--- src/rtl/elpf_pkg.sv ---
// shared types and constants for the epsilon lexicase pool filter
// item and result structs, pool geometry and register reset value
// no dependencies
package elpf_pkg;

    localparam int POOL_SIZE     = 5;
    localparam int CASE_LIMIT    = 16;
    localparam int FITNESS_WIDTH = 32;
    localparam int EPS_WIDTH     = 16;
    localparam int FRAC_BITS     = 16;

    localparam int SLOT_W  = $clog2(POOL_SIZE);
    localparam int COUNT_W = $clog2(POOL_SIZE + 1);
    localparam int DEPTH_W = $clog2(CASE_LIMIT + 1);
    localparam int PROD_W  = FITNESS_WIDTH + EPS_WIDTH;

    localparam logic [EPS_WIDTH-1:0] EPS_RESET = EPS_WIDTH'(6554);
    localparam logic [POOL_SIZE-1:0] FULL_MASK = {POOL_SIZE{1'b1}};

    typedef struct packed {
        logic signed [FITNESS_WIDTH-1:0] fitness_0;
        logic signed [FITNESS_WIDTH-1:0] fitness_1;
        logic signed [FITNESS_WIDTH-1:0] fitness_2;
        logic signed [FITNESS_WIDTH-1:0] fitness_3;
        logic signed [FITNESS_WIDTH-1:0] fitness_4;
        logic                            first_case;
        logic                            last_case;
        logic [2:0]                      pick_rank;
    } elpf_item_t;

    typedef struct packed {
        logic [POOL_SIZE-1:0] alive_slots;
        logic [COUNT_W-1:0]   survivor_count;
        logic [DEPTH_W-1:0]   cases_used;
        logic [SLOT_W-1:0]    chosen_slot;
        logic                 choice_valid;
    } elpf_result_t;

    // selection state carried from one case to the next
    typedef struct packed {
        logic [POOL_SIZE-1:0] alive_mask;
        logic [DEPTH_W-1:0]   depth_count;
    } elpf_state_t;

endpackage

--- src/rtl/elpf_filter.sv ---
// combinational filter for one test case: max over alive slots, tolerance
// from one multiply, slot drop, survivor count and rank pick
// depends on elpf_pkg
module elpf_filter
    import elpf_pkg::*;
(
    input  elpf_item_t             item,
    input  elpf_state_t            state,
    input  logic [EPS_WIDTH-1:0]   epsilon_fraction,
    output elpf_state_t            state_next,
    output elpf_result_t           result
);

    logic [FITNESS_WIDTH-1:0] fit_key [POOL_SIZE];
    logic [FITNESS_WIDTH-1:0] fit_raw [POOL_SIZE];
    logic [POOL_SIZE-1:0]     mask_in;
    logic [POOL_SIZE-1:0]     mask_out;
    logic [DEPTH_W-1:0]       depth_in;
    logic [DEPTH_W-1:0]       depth_out;
    logic [COUNT_W-1:0]       count_in;
    logic [COUNT_W-1:0]       count_out;
    logic [FITNESS_WIDTH-1:0] key_max;
    logic                     any_alive;
    logic [FITNESS_WIDTH-1:0] max_raw;
    logic [FITNESS_WIDTH-1:0] max_mag;
    logic [PROD_W-1:0]        product;
    logic [FITNESS_WIDTH-1:0] threshold;
    logic [FITNESS_WIDTH-1:0] gap;
    logic [COUNT_W-1:0]       seen;
    logic                     found;
    logic [SLOT_W-1:0]        chosen;

    assign fit_raw[0] = item.fitness_0;
    assign fit_raw[1] = item.fitness_1;
    assign fit_raw[2] = item.fitness_2;
    assign fit_raw[3] = item.fitness_3;
    assign fit_raw[4] = item.fitness_4;

    // offset-binary keys so unsigned compare gives signed order
    always_comb
    begin
        for (int i = 0; i < POOL_SIZE; i++)
        begin
            fit_key[i] = fit_raw[i] ^ {1'b1, {(FITNESS_WIDTH-1){1'b0}}};
        end
    end

    assign mask_in  = item.first_case ? FULL_MASK : state.alive_mask;
    assign depth_in = item.first_case ? '0 : state.depth_count;

    always_comb
    begin
        count_in = '0;
        for (int i = 0; i < POOL_SIZE; i++)
        begin
            count_in = count_in + COUNT_W'(mask_in[i]);
        end
    end

    always_comb
    begin
        key_max   = '0;
        any_alive = 1'b0;
        for (int i = 0; i < POOL_SIZE; i++)
        begin
            if (mask_in[i] && (!any_alive || fit_key[i] > key_max))
            begin
                key_max   = fit_key[i];
                any_alive = 1'b1;
            end
        end
    end

    assign max_raw   = key_max ^ {1'b1, {(FITNESS_WIDTH-1){1'b0}}};
    assign max_mag   = max_raw[FITNESS_WIDTH-1] ? (~max_raw + 1'b1) : max_raw;
    assign product   = PROD_W'(max_mag) * PROD_W'(epsilon_fraction);
    assign threshold = product[FRAC_BITS +: FITNESS_WIDTH];

    always_comb
    begin
        mask_out  = mask_in;
        depth_out = depth_in;
        gap       = '0;
        if (count_in > COUNT_W'(1))
        begin
            for (int i = 0; i < POOL_SIZE; i++)
            begin
                gap = key_max - fit_key[i];
                if (mask_in[i] && gap > threshold)
                begin
                    mask_out[i] = 1'b0;
                end
            end
            if (depth_in < DEPTH_W'(CASE_LIMIT))
            begin
                depth_out = depth_in + 1'b1;
            end
        end
    end

    always_comb
    begin
        count_out = '0;
        for (int i = 0; i < POOL_SIZE; i++)
        begin
            count_out = count_out + COUNT_W'(mask_out[i]);
        end
    end

    // rank pick in ascending slot order, saturating at the highest survivor
    always_comb
    begin
        seen   = '0;
        found  = 1'b0;
        chosen = '0;
        if (item.last_case)
        begin
            for (int i = 0; i < POOL_SIZE; i++)
            begin
                if (mask_out[i] && !found)
                begin
                    chosen = SLOT_W'(i);
                    if (seen == COUNT_W'(item.pick_rank))
                    begin
                        found = 1'b1;
                    end
                    else
                    begin
                        seen = seen + 1'b1;
                    end
                end
            end
        end
    end

    assign state_next.alive_mask  = mask_out;
    assign state_next.depth_count = depth_out;

    assign result.alive_slots    = mask_out;
    assign result.survivor_count = count_out;
    assign result.cases_used     = depth_out;
    assign result.chosen_slot    = chosen;
    assign result.choice_valid   = item.last_case;

endmodule

--- src/rtl/epsilon_lexicase_pool_filter.sv ---
// Epsilon lexicase pool filter. Accepts one test case per clock while in_stall is low and
// returns one result per case: the case lands in an input register, then the
// filter (alive-slot max, one 32x16 multiply for the tolerance, five compares and a rank
// pick) writes the result register and the alive mask in the same cycle. That alive-mask
// loop through the max, multiply and compare sets the clock period. A stalled result holds
// the input register, so the block keeps taking items until both registers are full.
// epsilon_fraction is written through the cfg channel, which is always ready.
// depends on elpf_pkg and elpf_filter
module epsilon_lexicase_pool_filter
    import elpf_pkg::*;
(
    input  logic                 clk,
    input  logic                 rst_n,
    input  logic                 cfg_valid,
    output logic                 cfg_ready,
    input  logic [EPS_WIDTH-1:0] cfg_data,
    input  logic                 in_valid,
    output logic                 in_stall,
    input  elpf_item_t           in_item,
    output logic                 out_valid,
    input  logic                 out_stall,
    output elpf_result_t         out_item
);

    logic                 in_full_reg;
    logic                 in_full_next;
    elpf_item_t           in_item_reg;
    logic                 out_valid_reg;
    logic                 out_valid_next;
    elpf_result_t         out_item_reg;
    elpf_state_t          state_reg;
    elpf_state_t          state_next;
    logic [EPS_WIDTH-1:0] eps_reg;
    elpf_result_t         filt_result;
    logic                 advance;
    logic                 in_accept;

    elpf_filter u_filter (
        .item             (in_item_reg),
        .state            (state_reg),
        .epsilon_fraction (eps_reg),
        .state_next       (state_next),
        .result           (filt_result)
    );

    assign cfg_ready = 1'b1;
    assign advance   = in_full_reg && (!out_valid_reg || !out_stall);
    assign in_stall  = in_full_reg && !advance;
    assign in_accept = in_valid && !in_stall;

    always_comb
    begin
        in_full_next = in_full_reg;
        if (in_accept)
        begin
            in_full_next = 1'b1;
        end
        else if (advance)
        begin
            in_full_next = 1'b0;
        end
    end

    always_comb
    begin
        out_valid_next = out_valid_reg;
        if (advance)
        begin
            out_valid_next = 1'b1;
        end
        else if (!out_stall)
        begin
            out_valid_next = 1'b0;
        end
    end

    always_ff @(posedge clk or negedge rst_n)
    begin
        if (!rst_n)
        begin
            in_full_reg          <= 1'b0;
            out_valid_reg        <= 1'b0;
            state_reg.alive_mask <= FULL_MASK;
            state_reg.depth_count <= '0;
            eps_reg              <= EPS_RESET;
        end
        else
        begin
            in_full_reg   <= in_full_next;
            out_valid_reg <= out_valid_next;
            if (advance)
            begin
                state_reg <= state_next;
            end
            if (cfg_valid && cfg_ready)
            begin
                eps_reg <= cfg_data;
            end
        end
    end

    always_ff @(posedge clk)
    begin
        if (in_accept)
        begin
            in_item_reg <= in_item;
        end
        if (advance)
        begin
            out_item_reg <= filt_result;
        end
    end

    assign out_valid = out_valid_reg;
    assign out_item  = out_item_reg;

endmodule

--- config.mk ---
export PLATFORM = sky130hd
export DESIGN_NAME = epsilon_lexicase_pool_filter
export DESIGN_NICKNAME = d
export VERILOG_FILES = /design/src/rtl/elpf_pkg.sv /design/src/rtl/elpf_filter.sv /design/src/rtl/epsilon_lexicase_pool_filter.sv
export SDC_FILE = /design/constraint.sdc
export NUM_CORES = 2
export LEC_CHECK = 0
export ABC_AREA = 0
export BUFFER_PORTS_ARGS = -buffer_cell sky130_fd_sc_hd__buf_4
export CELL_PAD_IN_SITES_DETAIL_PLACEMENT = 0
export CELL_PAD_IN_SITES_GLOBAL_PLACEMENT = 1
export CORE_MARGIN = 2
export CORE_UTILIZATION = 42
export DETAILED_ROUTE_END_ITERATION = 6
export GPL_TIMING_DRIVEN = 0
export PLACE_DENSITY = 0.69
export SLEW_MARGIN = 20
export SYNTH_ARGS = -nofsm -noshare
export SYNTH_HDL_FRONTEND = slang
export SYNTH_SLANG_ARGS = --single-unit
--- constraint.sdc ---
create_clock -name clk -period 57.6 [get_ports clk]
set_input_delay 11.52 -clock clk [delete_from_list [all_inputs] [get_ports clk]]
set_output_delay 11.52 -clock clk [all_outputs]
set_load 0.01 [all_outputs]
==> metrics.txt <==
CTS resizes 0; number of flops mapped to enable cells by yosys 182; hold path depth 1; NumNets Final 5,939; Initial DRC Count 1,985; largest net degree at the start of global routing 62; Setup CP Type register to register; Mapped Nets 5,704; worst hold path type register to register; drt pass-1 iters 6; Ant. Diodes 0; #FFs+latches synth 210; R2R setup slack 20,390 ps; Critical Path Max Stage Delay 910 ps; GRT overflow 0; Avg Inst Size Synth 8.73 um2; Clk Latency, worst-skew pair 600 ps; synth warn 0; WHS 488 ps; Max Cap Viol 0; Worst-path clk slew 60 ps; Netlist cell types 107; Top FF cell, synth edfxtp_1; first-pass GRT wire length 198,000 um; initial antenna violation count 3; Max Slew Vio Count 0; CTS root buf clkbuf_16; number of buffers created by CTS 25; max FFs per register 165; drt via density 5.40; # rows 112; H-tree depth 1; Setup TNS Final 0 ps; CTS tree yes; Syn Inst Count 4,551; RSZ-0062 raised after global routing false; area delta synth->final 10.1%; vias in the first global route 33.4k; # fillers 9,382; gr usage total 26.9%; CP dominant cell by count clkbuf_1; measured slew at the worst slew-check pin 1140 ps; ratio of cells with drive above 1 in the final layout 7.87%; register area share after synthesis 15.5%; Mapped Area 39,800 um2; Peak Freq 0.0269 GHz; routability cong. 0.936; final setup fails 0; hpwl dp 113,000 um; Clock Tree Buf Depth 3; CORE AREA 93,600 um2; Crit-path slowest cell xnor2_1; post-route minimum period 37,210 ps; WP data required 57,950 ps; port bufs 203; Final Hold Vio Count 0; Top Ports 206; total wire length 130,000 um; CP max FO 10; # DRC 0; outcome complete, no violations; Synth async-reset ratio 13.3%; clk_skew 15.4 ps; Setup crit start kind register; Final period util 64.6%; die height 312 um; Post-CTS Repair Setup Buffers 0; die area 97,100 um2; post-route ant nets 0; WP data arrival 37,560 ps; Avg WL per Cell 21.5 um; hold_buf cts 0; via count 32.7k; worst-case reg-to-reg path depth 106; slew margin rel. 23.6%; CP endpoint kind register; Initial Util 42.5%; Clock Sink Count 210; Chip Width 312 um
synthesized netlist by cell type, types with 43 or more instances:
cell	instances	share of area (%)
edfxtp_1	182	14
nand4_1	56	0.88
nor2b_1	57	0.90
a21oi_1	230	2.9
inv_1	739	7.0
o21a_1	43	0.81
ha_1	541	17
nand3_1	91	1.1
xnor2_1	153	3.4
nand2_1	532	5.0
o21ai_0	214	2.7
a21o_1	100	1.9
mux2_2	51	1.4
clkbuf_1	110	1.0
nor3_1	71	0.89
nor2_1	185	1.7
and2_1	219	3.4
fa_1	426	21
worst max-delay path: cells and delay by family (launching register included):
family                   cells  cell delay, ps
AND/OR/NAND/NOR             19            5710
XOR/XNOR                     2            1690
adder cells (fa/ha/maj)     16            6100
multiplexers                 2             740
buffers and inverters       34           12950
AO/OA/AOI/OAI               33            9030
flip-flops                   1             600
routing by layer:
| layer | wire length [um] | global-route usage (%) | up-vias |
|---|---|---|---|
| met2 | 60900 | 45.1 | 863 |
| li1 | - | - | 15730 |
| met1 | 58200 | 36.6 | 15987 |
| met4 | 4380 | 7.80 | 0 |
| met3 | 6670 | 2.86 | 122 |
| met5 | 0 | 0 | - |
final timing paths:
kind                                start            to
setup / recovery           in_item_reg[4]  out_item[10]
hold / removal                in_full_reg     out_valid
setup reg to reg           in_item_reg[4]  out_item[10]
hold reg to reg               in_full_reg     out_valid
max in group asynchronous           rst_n    eps_reg[4]
min in group asynchronous           rst_n   in_full_reg
cell type report:
| class | instances | area, um2 | share of cell area [%] |
|---|---|---|---|
| clock inverter | 17 | 178 | 0.406 |
| clock buffer | 28 | 637 | 1.45 |
| timing repair buffer | 208 | 1620 | 3.70 |
| tap | 1254 | 1570 | 3.58 |
| multi-input combinational | 3473 | 30300 | 69.3 |
| buffer | 126 | 493 | 1.13 |
| sequential | 210 | 6180 | 14.1 |
| inverter | 742 | 2790 | 6.36 |
through the flow:
step                cell area, um2  setup WS [ps]  util, %  instances
floorplan                    39800          32680        -       4551
global placement             42800          20170     45.8       6008
detailed placement           43000          20200     45.9       6013
CTS                          43800          20140     46.8       6058
global route                 43800          18940     46.8       6058
finish                       43800          20390     46.8       6058
cells in the final DEF, fill, tap and decap left out, types with 9 or more instances in the layout:
cell	synthesis	layout
o21ai_0	214	214
dfstp_2	12	12
edfxtp_1	182	182
o31a_1	11	11
and2_1	219	218
a21boi_0	14	13
or3_1	23	23
xnor3_1	11	11
o31ai_1	18	18
buf_1	12	12
or2_2	18	18
xor2_1	42	42
inv_1	739	739
nor3_1	71	71
a31oi_1	18	18
a211oi_1	26	26
and4_1	13	13
a211o_1	9	9
fa_1	426	426
nand2_1	532	532
ha_1	541	541
o21bai_1	17	17
a21o_1	100	100
clkbuf_16	0	25
nand2b_1	42	42
nor2b_1	57	57
nand3_1	91	91
mux2_2	51	51
o21a_1	43	43
clkbuf_1	110	113
nand4_1	56	56
nor4_1	23	22
xnor2_1	153	153
nor2_1	185	184
o211ai_1	15	15
dfrtp_1	16	16
a21oi_1	230	230
buf_4	1	205
and3_1	36	36
logic make-up (layout without fill, tap and decap cells):
kind of cell | count (synthesis) | in the layout | synth area share [%]
adders and majority gates | 977 | 977 | 38.7
xor gates and xnor gates | 207 | 207 | 4.96
and+or+nand+nor | 1408 | 1408 | 17.5
AOI/OAI and AO/OA | 818 | 818 | 13.3
buffers and inverters | 868 | 1121 | 8.25
other | 1 | 1 | 0.00943
DFF | 210 | 210 | 15.5
muxes | 62 | 62 | 1.73
Power is left out: the tool's default activity adds up to more than one toggle a clock period on the data nets, which glitch-free logic cannot reach.
